--- src/hdl/iufp_pkg.sv ---
// ============================================================================
// iufp_pkg
// Shared types and constants for the serial IMU frame parser.
// ============================================================================
package iufp_pkg;

    // Frame layout and byte codes.
    localparam logic [7:0] HEADER_BYTE = 8'h55;
    localparam logic [7:0] TYPE_ACCEL  = 8'h51;
    localparam logic [7:0] TYPE_GYRO   = 8'h52;
    localparam logic [7:0] TYPE_ANGLE  = 8'h53;

    // Byte positions inside one frame.
    localparam logic [3:0] POS_HUNT     = 4'd0;
    localparam logic [3:0] POS_TYPE     = 4'd1;
    localparam logic [3:0] POS_DATA_LO  = 4'd2;
    localparam logic [3:0] POS_DATA_END = 4'd8;
    localparam logic [3:0] POS_CHECKSUM = 4'd10;

    // Default width of the good-frame counter.
    localparam int COUNT_WIDTH_DEF = 32;

    // Width of the good-frame count that leaves the block.
    localparam int GOOD_WIDTH = 32;

    // Entries in the queue between the parser and the result stage.
    localparam int QUEUE_DEPTH = 2;

    // One decoded frame as it leaves the parser.
    typedef struct packed {
        logic [1:0]         kind;
        logic signed [15:0] axis_x;
        logic signed [15:0] axis_y;
        logic signed [15:0] axis_z;
    } t_frame_rec;

    // Write side of the queue between parser and result stage.
    typedef struct packed {
        logic       push;
        t_frame_rec rec;
    } t_rec_wr;

    // Read side of the queue.
    typedef struct packed {
        logic       valid;
        t_frame_rec rec;
    } t_rec_rd;

endpackage

--- src/hdl/imu_uart_frame_parser_core.sv ---
// ============================================================================
// imu_uart_frame_parser_core
// Finds 11-byte IMU frames in a received byte stream, checks the checksum
// and delivers kind, three axis counts and a running good-frame count.
// Throughput: one byte per cycle, no bubbles while results are drained.
// Path: a good frame is written into the parser queue, then loads the result
// register when that register is free or being popped.
// Reset: synchronous active-low reset clears parser position, queue and count.
// ============================================================================
module imu_uart_frame_parser_core #(
    parameter int COUNT_WIDTH = iufp_pkg::COUNT_WIDTH_DEF
) (
    input  logic                              i_clk,
    input  logic                              i_rst_n,
    input  logic                              push,
    output logic                              full,
    input  logic [7:0]                        i_rx_byte,
    input  logic                              pop,
    output logic                              empty,
    output logic [1:0]                        o_frame_kind,
    output logic signed [15:0]                o_axis_x,
    output logic signed [15:0]                o_axis_y,
    output logic signed [15:0]                o_axis_z,
    output logic [iufp_pkg::GOOD_WIDTH-1:0]   o_good_frames
);
    import iufp_pkg::*;

    t_rec_wr w_wr;
    t_rec_rd w_rd;
    logic    w_accept;
    logic    w_take;

    // A byte transaction completes when the queue has room.
    assign w_accept = push && !full;

    iufp_front u_front (
        .i_clk     (i_clk),
        .i_rst_n   (i_rst_n),
        .i_accept  (w_accept),
        .i_rx_byte (i_rx_byte),
        .o_wr      (w_wr)
    );

    iufp_queue u_queue (
        .i_clk   (i_clk),
        .i_rst_n (i_rst_n),
        .i_wr    (w_wr),
        .i_take  (w_take),
        .o_rd    (w_rd),
        .o_full  (full)
    );

    iufp_back #(
        .COUNT_WIDTH (COUNT_WIDTH)
    ) u_back (
        .i_clk         (i_clk),
        .i_rst_n       (i_rst_n),
        .i_rd          (w_rd),
        .o_take        (w_take),
        .pop           (pop),
        .empty         (empty),
        .o_frame_kind  (o_frame_kind),
        .o_axis_x      (o_axis_x),
        .o_axis_y      (o_axis_y),
        .o_axis_z      (o_axis_z),
        .o_good_frames (o_good_frames)
    );

endmodule

--- src/hdl/iufp_front.sv ---
// ============================================================================
// iufp_front
// Byte parser: hunts for headers, gathers frame bytes, checks the additive
// checksum and hands each good frame to the queue.
// ============================================================================
module iufp_front (
    input  logic               i_clk,
    input  logic               i_rst_n,
    input  logic               i_accept,
    input  logic [7:0]         i_rx_byte,
    output iufp_pkg::t_rec_wr  o_wr
);
    import iufp_pkg::*;

    logic [3:0] r_pos;
    logic [3:0] n_pos;
    logic [7:0] r_sum;
    logic [7:0] n_sum;
    logic [1:0] r_kind;
    logic [7:0] r_data [2:7];
    logic       w_known;
    logic       w_kind_we;
    logic       w_data_we;
    logic       w_push;

    assign w_known = (i_rx_byte == TYPE_ACCEL) || (i_rx_byte == TYPE_GYRO) ||
                     (i_rx_byte == TYPE_ANGLE);

    // Position and checksum tracking for each accepted byte.
    always_comb begin
        n_pos     = r_pos;
        n_sum     = r_sum;
        w_kind_we = 1'b0;
        w_data_we = 1'b0;
        w_push    = 1'b0;
        if (i_accept) begin
            priority if (r_pos == POS_HUNT) begin
                if (i_rx_byte == HEADER_BYTE) begin
                    n_pos = POS_TYPE;
                    n_sum = HEADER_BYTE;
                end
            end else if (r_pos == POS_TYPE) begin
                if (w_known) begin
                    w_kind_we = 1'b1;
                    n_sum     = r_sum + i_rx_byte;
                    n_pos     = POS_DATA_LO;
                end else if (i_rx_byte == HEADER_BYTE) begin
                    n_pos = POS_TYPE;
                    n_sum = HEADER_BYTE;
                end else begin
                    n_pos = POS_HUNT;
                end
            end else if (r_pos < POS_CHECKSUM) begin
                w_data_we = (r_pos < POS_DATA_END);
                n_sum     = r_sum + i_rx_byte;
                n_pos     = r_pos + 4'd1;
            end else begin
                // Closing byte: emit only on a matching checksum.
                n_pos  = POS_HUNT;
                w_push = (r_pos == POS_CHECKSUM) && (r_sum == i_rx_byte);
            end
        end
    end

    // Control state.
    always_ff @(posedge i_clk) begin
        if (!i_rst_n) begin
            r_pos <= POS_HUNT;
            r_sum <= 8'd0;
        end else begin
            r_pos <= n_pos;
            r_sum <= n_sum;
        end
    end

    // Frame payload bytes; the kind is stored already decoded.
    always_ff @(posedge i_clk) begin
        if (w_kind_we) begin
            r_kind <= 2'(i_rx_byte - TYPE_ACCEL);
        end
        if (w_data_we) begin
            r_data[r_pos[2:0]] <= i_rx_byte;
        end
    end

    assign o_wr.push       = w_push;
    assign o_wr.rec.kind   = r_kind;
    assign o_wr.rec.axis_x = {r_data[3], r_data[2]};
    assign o_wr.rec.axis_y = {r_data[5], r_data[4]};
    assign o_wr.rec.axis_z = {r_data[7], r_data[6]};

endmodule

--- src/hdl/iufp_queue.sv ---
// ============================================================================
// iufp_queue
// Short queue of decoded frames between the parser and the result stage.
// ============================================================================
module iufp_queue (
    input  logic               i_clk,
    input  logic               i_rst_n,
    input  iufp_pkg::t_rec_wr  i_wr,
    input  logic               i_take,
    output iufp_pkg::t_rec_rd  o_rd,
    output logic               o_full
);
    import iufp_pkg::*;

    localparam int PTR_W = (QUEUE_DEPTH > 1) ? $clog2(QUEUE_DEPTH) : 1;
    localparam int CNT_W = $clog2(QUEUE_DEPTH + 1);

    t_frame_rec       r_mem [QUEUE_DEPTH];
    logic [PTR_W-1:0] r_wr_ptr;
    logic [PTR_W-1:0] r_rd_ptr;
    logic [CNT_W-1:0] r_count;
    logic             w_push;
    logic             w_pop;

    assign w_push = i_wr.push && !o_full;
    assign w_pop  = i_take && o_rd.valid;

    // Pointer and fill bookkeeping.
    always_ff @(posedge i_clk) begin
        if (!i_rst_n) begin
            r_wr_ptr <= '0;
            r_rd_ptr <= '0;
            r_count  <= '0;
        end else begin
            if (w_push) begin
                r_wr_ptr <= (32'(r_wr_ptr) == QUEUE_DEPTH - 1) ? '0 :
                            r_wr_ptr + PTR_W'(1);
            end
            if (w_pop) begin
                r_rd_ptr <= (32'(r_rd_ptr) == QUEUE_DEPTH - 1) ? '0 :
                            r_rd_ptr + PTR_W'(1);
            end
            if (w_push && !w_pop) begin
                r_count <= r_count + CNT_W'(1);
            end else if (w_pop && !w_push) begin
                r_count <= r_count - CNT_W'(1);
            end
        end
    end

    // Entry storage.
    always_ff @(posedge i_clk) begin
        if (w_push) begin
            r_mem[r_wr_ptr] <= i_wr.rec;
        end
    end

    assign o_rd.valid = (r_count != '0);
    assign o_rd.rec   = r_mem[r_rd_ptr];
    assign o_full     = (r_count == CNT_W'(QUEUE_DEPTH));

endmodule

--- src/hdl/iufp_back.sv ---
// ============================================================================
// iufp_back
// Result stage: counts good frames and holds the result register.
// ============================================================================
module iufp_back #(
    parameter int COUNT_WIDTH = iufp_pkg::COUNT_WIDTH_DEF
) (
    input  logic                              i_clk,
    input  logic                              i_rst_n,
    input  iufp_pkg::t_rec_rd                 i_rd,
    output logic                              o_take,
    input  logic                              pop,
    output logic                              empty,
    output logic [1:0]                        o_frame_kind,
    output logic signed [15:0]                o_axis_x,
    output logic signed [15:0]                o_axis_y,
    output logic signed [15:0]                o_axis_z,
    output logic [iufp_pkg::GOOD_WIDTH-1:0]   o_good_frames
);
    import iufp_pkg::*;

    logic                   r_out_valid;
    t_frame_rec             r_out;
    logic [COUNT_WIDTH-1:0] r_count;
    logic [63:0]            w_count_ext;

    // Load the result register when it is free or being drained.
    assign o_take = i_rd.valid && (!r_out_valid || pop);

    always_ff @(posedge i_clk) begin
        if (!i_rst_n) begin
            r_out_valid <= 1'b0;
            r_count     <= '0;
        end else begin
            if (o_take) begin
                r_out_valid <= 1'b1;
                r_count     <= r_count + COUNT_WIDTH'(1);
            end else if (pop) begin
                r_out_valid <= 1'b0;
            end
        end
    end

    always_ff @(posedge i_clk) begin
        if (o_take) begin
            r_out <= i_rd.rec;
        end
    end

    // The counter already includes the frame on display.
    assign w_count_ext   = 64'(r_count);
    assign empty         = !r_out_valid;
    assign o_frame_kind  = r_out.kind;
    assign o_axis_x      = r_out.axis_x;
    assign o_axis_y      = r_out.axis_y;
    assign o_axis_z      = r_out.axis_z;
    assign o_good_frames = w_count_ext[GOOD_WIDTH-1:0];

endmodule
--- config.mk ---
export PLATFORM = sky130hd
export DESIGN_NAME = imu_uart_frame_parser_core
export DESIGN_NICKNAME = d
export VERILOG_FILES = /design/src/hdl/iufp_pkg.sv /design/src/hdl/imu_uart_frame_parser_core.sv /design/src/hdl/iufp_front.sv /design/src/hdl/iufp_queue.sv /design/src/hdl/iufp_back.sv
export SDC_FILE = /design/constraint.sdc
export NUM_CORES = 1
export LEC_CHECK = 0
export BUFFER_PORTS_ARGS = -buffer_cell sky130_fd_sc_hd__buf_2
export CAP_MARGIN = 20
export CORE_MARGIN = 5
export CORE_UTILIZATION = 45
export DETAILED_ROUTE_END_ITERATION = 6
export SETUP_SLACK_MARGIN = 0.15
export SKIP_LAST_GASP = 1
export SYNTH_ARGS = -nofsm -noshare
export SYNTH_HDL_FRONTEND = slang
export SYNTH_SLANG_ARGS = --single-unit
export TNS_END_PERCENT = 100
--- constraint.sdc ---
create_clock -name i_clk -period 9.91 [get_ports i_clk]
set_input_delay 0.991 -clock i_clk [delete_from_list [all_inputs] [get_ports i_clk]]
set_output_delay 0.991 -clock i_clk [all_outputs]
set_load 0.1 [all_outputs]
==> run summary, run 1 <==
outcome -> finished, final reports clean
PnR worst setup slack -> 6.34 ns
clk sink count -> 249
Post-Synthesis Cells -> 602
initial antenna violation count -> 0
CP Data Arrival Time -> 3.71 ns
measured slew at the worst slew-check pin -> 0.937 ns
total wire length -> 17,900 um
Worst EP required -> 10.05 ns
vias in the first global route -> 5,296
critical path type -> input pin to register
area delta synth->final -> 17.0%
pin count of the biggest net entering global routing -> 55
top-count cell post-synth -> edfxtp_1
clk_lat worst skew -> 0.51 ns
root buf cell -> clkbuf_16
R2R Setup Slk -> 6.69 ns
# DRC -> 0
Final Setup Violations -> 0
# Post-CTS Setup Buffers -> 0
LEAKAGE -> 0.00386 uW
H-tree levels -> 1
Max clock buf depth -> 3
Die Ht -> 155 um
f_max -> 0.280 GHz
diode count -> 0
die area -> 24,000 um^2
post-route ant nets -> 0
final worst-path cycle share -> 36.0%
# port buffers -> 95
Initial Util -> 45.3%
Netlist cell types -> 55
core footprint -> 20,900 um^2
peak supply drop -> 126 uV
Worst-path clk slew -> 0.06 ns
final hold violations -> 0
NumNets Final -> 743
cts repair resizes -> 0
GRT overflow -> 0
Post-Syn Nets -> 631
RSZ-0062 raised after global routing -> no
EDFF count, synth -> 200
Slew HR -> 37.3%
critical path fanouts, max -> 37
sequential fraction of the synthesis area -> 73.9%
Startpoint Class -> input pin
first-pass GRT wire length -> 28,500 um
# hold bufs at CTS -> 0
Fin Setup TNS -> 0 ns
min Tclk post-route -> 3.57 ns
#FFs+latches synth -> 249
Post-synth ARST share -> 0%
Max Cap Viol -> 0
first-pass iteration count of the detailed router -> 4
via count -> 5,237
post-synth top area share -> 63.5%
GRT Total Usage -> 14.9%
Post-Syn Area -> 9460 um^2
Main synth FF type -> edfxtp_1
top area cells in the synthesized netlist -> edfxtp_1 (64%), dfxtp_1 (10%), mux2_2 (6.0%), ha_1 (2.1%), xnor2_1 (2.0%)
row count -> 53
die width -> 155 um
Setup Skew -> 0.0130 ns
Worst Setup End Kind -> register
DR iter-0 viols -> 370
Layout Utilization -> 53.0%
wire length per cell -> 17.8 um
Placer Congestion -> 0.881
num ports -> 96
top cells by count, synth -> edfxtp_1 (200), mux2_2 (50), dfxtp_1 (49), nor2_1 (38), nand2_1 (33)
layout cell share with drive strength beyond 1 -> 27.5%
Avg Cell Area, Syn -> 15.7 um^2
Yosys top cell by area -> edfxtp_1
Setup WS pre-CTS -> 5.81 ns
Post-DP HPWL -> 11,700 um
Synth Warn # -> 0
Final Slew Violations -> 0
hold crit path type -> register to register
Via density -> 5.21
total CTS buffers -> 25
Power Density -> 279 nW/um^2
TritonCTS clock tree -> yes
[critical path: stages]
cell and delay (ns):
buf_2 0.18, ha_1 0.38, or4b_1 0.56, nor4_2 0.50
nor2b_4 0.54, buf_4 0.52
[where the power goes]
part           switching (uW)  internal (uW)  leakage, uW
Combinational             745            149      0.00127
Sequential               35.8           1260      0.00221
Clock                     366            538     0.000384
[placed cells by master (no fill, tap or decap), types with 4 or more instances in the layout]
master     synthesis  routed
edfxtp_1         200     200
clkbuf_16          0      25
ha_1              16      16
dfxtp_1           49      48
nand2_1           33      33
xor2_1             7       7
or4_1              7       7
clkinv_2           0       6
a221oi_1           4       4
a21oi_1            9       9
nor4_1             7       7
nor2_1            38      37
buf_4              0       6
nor2b_1            6       5
mux2i_1            4       4
nand3_1           18      18
clkbuf_1          12       4
inv_1             18      18
mux2_2            50      50
and4_1             6       6
and3_1             6       6
xnor2_1           22      22
o21ai_0           10      10
nand4_1            4       4
nand2b_1           7       7
o211ai_1           9       9
nor3_1            15      14
buf_2              0      95
[flip-flops by register name, indices dropped and copies added, names as in the netlist]
name	cells
u_queue.r_mem	100
u_front.r_data	48
u_back.o_good_frames	32
u_back.o_axis_x	16
u_back.o_axis_y	16
u_back.o_axis_z	16
u_front.r_sum	8
u_front.r_pos	4
u_back.o_frame_kind	2
u_front.r_kind	2
u_queue.r_count	2
u_back.r_out_valid	1
u_queue.r_rd_ptr	1
u_queue.r_wr_ptr	1
[final timing paths]
kind                             start                    to  cells after the start
setup / recovery          i_rx_byte[2]  u_queue.r_mem[0][23]                      6
hold reg to reg   u_front.r_data[4][2]  u_queue.r_mem[0][18]                      0
hold / removal    u_front.r_data[4][2]  u_queue.r_mem[0][18]                      0
setup reg to reg      u_front.r_pos[1]  u_queue.r_mem[0][23]                      5
[per-stage QoR]
step                area, um^2  std cells  total power (uW)  hold WS [ns]
floorplan                 9460        602              2080         0.421
global placement         10300        962              2210         0.423
detailed placement       10300        962              2220         0.431
CTS                      11100       1005              3120         0.443
global route             11100       1005              3200         0.457
finish                   11100       1005              3090         0.439
[layout make-up]
type / count / area [um^2]
Sequential cell: 249 / 6990
Clock inverter: 14 / 144
Fill cell: 1696 / 9820
Inverter: 18 / 67.6
Timing Repair Buffer: 101 / 520
Tap cell: 275 / 344
Clock buffer: 29 / 641
Multi-Input combinational cell: 319 / 2360
[per-layer routing]
layer  track usage, %  routed length [um]
met1             20.1                8000
met2             24.9                8670
met3             2.87                 933
met4             3.78                 301
met5                0                   0
[cells by family after synthesis]
| logic type | synth area share [%] |
|---|---|
| flip-flops | 73.9 |
| XOR/XNOR | 2.69 |
| multiplexers | 6.38 |
| buffers and inverters | 1.35 |
| AND/OR/NAND/NOR | 9.05 |
| adder cells (fa/ha/maj) | 2.33 |
| AO/OA/AOI/OAI | 4.34 |
Power figures use the tool's default switching activity.
==> run 2, diff against run 1 <==
ABC_AREA = 1   (was unset)
PLACE_DENSITY = 0.66   (was unset)
clock period = 3.1 ns   (was 9.91 ns; I/O delays follow)
==> run summary, run 2 <==
clk_lat worst skew -> 0.53 ns (was 0.51 ns)
Reg with most FFs -> u_queue.r_mem (unchanged)
first-pass GRT wire length -> 31,900 um (was 28,500 um)
# port buffers -> 95 (unchanged)
Placer Congestion -> 0.836 (was 0.881)
Setup Skew -> 0.0119 ns (was 0.0130 ns)
R2R Setup Slk -> 0.77 ns (was 6.69 ns)
sequential fraction of the synthesis area -> 70.7% (was 73.9%)
GRT Total Usage -> 16.0% (was 14.9%)
pin count of the biggest net entering global routing -> 51 (was 55)
Slew HR -> 53.0% (was 37.3%)
via count -> 6,308 (was 5,237)
die area -> 25,000 um^2 (was 24,000 um^2)
top area cells in the synthesized netlist -> edfxtp_1 (61%), nand2_1 (12%), dfxtp_1 (9.9%), nor2_1 (2.8%), a21oi_1 (2.1%) (was edfxtp_1 (64%), dfxtp_1 (10%), mux2_2 (6.0%), ha_1 (2.1%), xnor2_1 (2.0%))
Crit path buffers/inverters -> 2 (unchanged)
NumNets Final -> 1,020 (was 743)
Layout Utilization -> 54.3% (was 53.0%)
CP max stage cell -> nor2_1 (was or4b_1)
RSZ-0062 raised after global routing -> no (unchanged)
post-synthesis xor/xnor area fraction -> 1.06% (was 2.69%)
# DRC -> 0 (unchanged)
diode count -> 0 (unchanged)
outcome -> finished, final reports clean (unchanged)
layout cell share with drive strength beyond 1 -> 18.8% (was 27.5%)
Placed Cells incl. Taps -> 1,243 (was 962)
Fin Setup TNS -> 0 ns (unchanged)
Netlist cell types -> 37 (was 55)
Placed Area -> 10,900 um^2 (was 10,300 um^2)
min Tclk post-route -> 2.33 ns
Post-DP HPWL -> 13,200 um (was 11,700 um)
DR iter-0 viols -> 302 (was 370)
Initial Util -> 45.5% (was 45.3%)
f_max -> 0.429 GHz
Worst EP required -> 3.26 ns (was 10.05 ns)
core footprint -> 21,800 um^2 (was 20,900 um^2)
Die Ht -> 158 um (was 155 um)
Yosys top cell by area -> edfxtp_1 (unchanged)
measured slew at the worst slew-check pin -> 0.702 ns (was 0.937 ns)
hold crit path type -> input pin to register (was register to register)
total CTS buffers -> 25 (unchanged)
initial antenna violation count -> 0 (unchanged)
wire length per cell -> 15.5 um (was 17.8 um)
num ports -> 96 (unchanged)
critical path fanouts, max -> 8 (was 37)
top-count cell post-synth -> nand2_1 (was edfxtp_1)
H-tree levels -> 1 (unchanged)
Power Density -> 981 nW/um^2 (was 279 nW/um^2)
Synth Warn # -> 0 (unchanged)
die width -> 158 um (was 155 um)
total power -> 11,600 uW (was 3090 uW)
# hold bufs at CTS -> 0 (unchanged)
Crit path largest cell delay -> 0.59 ns (was 0.56 ns)
root buf cell -> clkbuf_16 (unchanged)
Post-Syn Area -> 9890 um^2 (was 9460 um^2)
post-synth top area share -> 60.7% (was 63.5%)
peak supply drop -> 577 uV (was 126 uV)
compound-gate portion of the synthesized area -> 3.44% (was 4.34%)
row count -> 54 (was 53)
critical path type -> register to register (was input pin to register)
Post-Syn Nets -> 905 (was 631)
vias in the first global route -> 6,006 (was 5,296)
Via density -> 4.89 (was 5.21)
Worst Setup End Kind -> register (unchanged)
post-route ant nets -> 0 (unchanged)
Max clock buf depth -> 3 (unchanged)
final hold violations -> 0 (unchanged)
top cells by count, synth -> nand2_1 (307), edfxtp_1 (200), nor2_1 (74), inv_1 (51), dfxtp_1 (49) (was edfxtp_1 (200), mux2_2 (50), dfxtp_1 (49), nor2_1 (38), nand2_1 (33))
first-pass iteration count of the detailed router -> 5 (was 4)
non-filler instance count after layout -> 1,290 (was 1,005)
TritonCTS clock tree -> yes (unchanged)
clk sink count -> 249 (unchanged)
max FFs per register -> 100 (unchanged)
LEAKAGE -> 0.00449 uW (was 0.00386 uW)
GRT overflow -> 0 (unchanged)
adder-cell share of the synthesized area -> 2.23% (was 2.33%)
area delta synth->final -> 19.4% (was 17.0%)
# Post-CTS Setup Buffers -> 0 (unchanged)
Final Slew Violations -> 0 (unchanged)
Final Setup Violations -> 0 (unchanged)
Max Cap Viol -> 0 (unchanged)
design area -> 11,800 um^2 (was 11,100 um^2)
most common cell after layout, fill and taps aside -> nand2_1 (was edfxtp_1)
CP Data Arrival Time -> 2.49 ns (was 3.71 ns)
multiplexer share of the synthesized area -> 0% (was 6.38%)
Post-Synthesis Cells -> 876 (was 602)
Post-Synth Simple-Gate Area -> 19.6% (was 9.05%)
Main synth FF type -> edfxtp_1 (unchanged)
cts repair resizes -> 0 (unchanged)
#FFs+latches synth -> 249 (unchanged)
final worst-path cycle share -> 75.2%
Post-synth ARST share -> 0% (unchanged)
total wire length -> 20,000 um (was 17,900 um)
EDFF count, synth -> 200 (unchanged)
Startpoint Class -> register (was input pin)
commonest non-fill, non-tap cells in the layout -> nand2_1 (307), edfxtp_1 (200), buf_2 (95) (was edfxtp_1 (200), buf_2 (95), mux2_2 (50))
crit path cell chain -> inv_1 -> ha_1 -> nand3_1 -> inv_2 -> nor2_1 -> nand3_1 -> nor2_1 (was buf_2 -> ha_1 -> or4b_1 -> nor4_2 -> nor2b_4 -> buf_4)
Worst-path clk slew -> 0.06 ns (about the same)
CP delay by family, top -> simple AND/OR/NAND/NOR gates (unchanged)
Avg Cell Area, Syn -> 11.3 um^2 (was 15.7 um^2)
Filler Cells Inserted -> 1,848 (was 1,696)
main combinational cell family by area after synthesis -> simple AND/OR/NAND/NOR gates (unchanged)
## run 2: cell types whose count changed after synthesis, moves of 19 or more
cell	change
mux2_2	-50
xnor2_1	-19
inv_1	+33
a21oi_1	+33
nor2_1	+36
nand2_1	+274
## run 2: area by class of cell
cell class | count | area [um^2] | share of cell area (%)
Inverter | 59 | 221 | 1.88
Clock buffer | 29 | 641 | 5.42
Tap cell | 280 | 350 | 2.97
Clock inverter | 17 | 279 | 2.36
Multi-Input combinational cell | 549 | 2710 | 22.9
Timing Repair Buffer | 107 | 623 | 5.28
Sequential cell | 249 | 6990 | 59.2
## run 2: logic make-up (layout without fill, tap and decap cells)
kind of cell | Yosys count | in the layout
compound gates | 64 | 64
xor+xnor | 12 | 12
fa+ha+maj | 17 | 17
buf+inv | 78 | 212
flops | 249 | 249
simple gates | 456 | 456
## run 2: worst reg2reg max path, delay by kind of cell (launching register included)
family                     cells  cell delay [ns]
and+or+nand+nor                4             1.05
adders and majority gates      1             0.22
buffers and inverters          2             0.22
DFF                            1             0.47
## run 2: through the flow
| stage | worst slack (ns) | hold WS, ns |
|---|---|---|
| after global placement | 0.658 | 0.422 |
| after CTS | 0.782 | 0.106 |
| after global routing | 0.548 | 0.141 |
| final | 0.768 | 0.113 |
| after detailed placement | 0.631 | 0.430 |
| after floorplan | 0.101 | 0.409 |
## run 2: report_power, final
| part | switching [uW] | leakage, uW | total, uW | internal (uW) |
|---|---|---|---|---|
| Combinational | 3500 | 0.00182 | 4010 | 509 |
| Clock | 1240 | 0.000446 | 3320 | 2080 |
| Sequential | 115 | 0.00222 | 4240 | 4130 |
| Total | 4860 | 0.00449 | 11600 | 6720 |
## run 2: final timing paths
| path | from | end | cells past startpoint |
|---|---|---|---|
| setup / recovery | u_front.r_pos[0] | u_front.r_data[7][5] | 7 |
| hold / removal | pop | u_back.r_out_valid | 4 |
| setup reg to reg | u_front.r_pos[0] | u_front.r_data[7][5] | 7 |
| hold reg to reg | u_front.r_data[5][5] | u_queue.r_mem[0][29] | 0 |
## run 2: per-layer routing
metal | wire length, um | vias up | share of wire (%) | GRT usage, %
met1 | 9260 | 2980 | 46 | 22.6
met5 | 0 | - | 0 | 0
li1 | - | 3173 | - | -
met2 | 9540 | 130 | 48 | 26.4
met4 | 327 | 0 | 1.6 | 4.10
met3 | 914 | 25 | 4.6 | 2.27
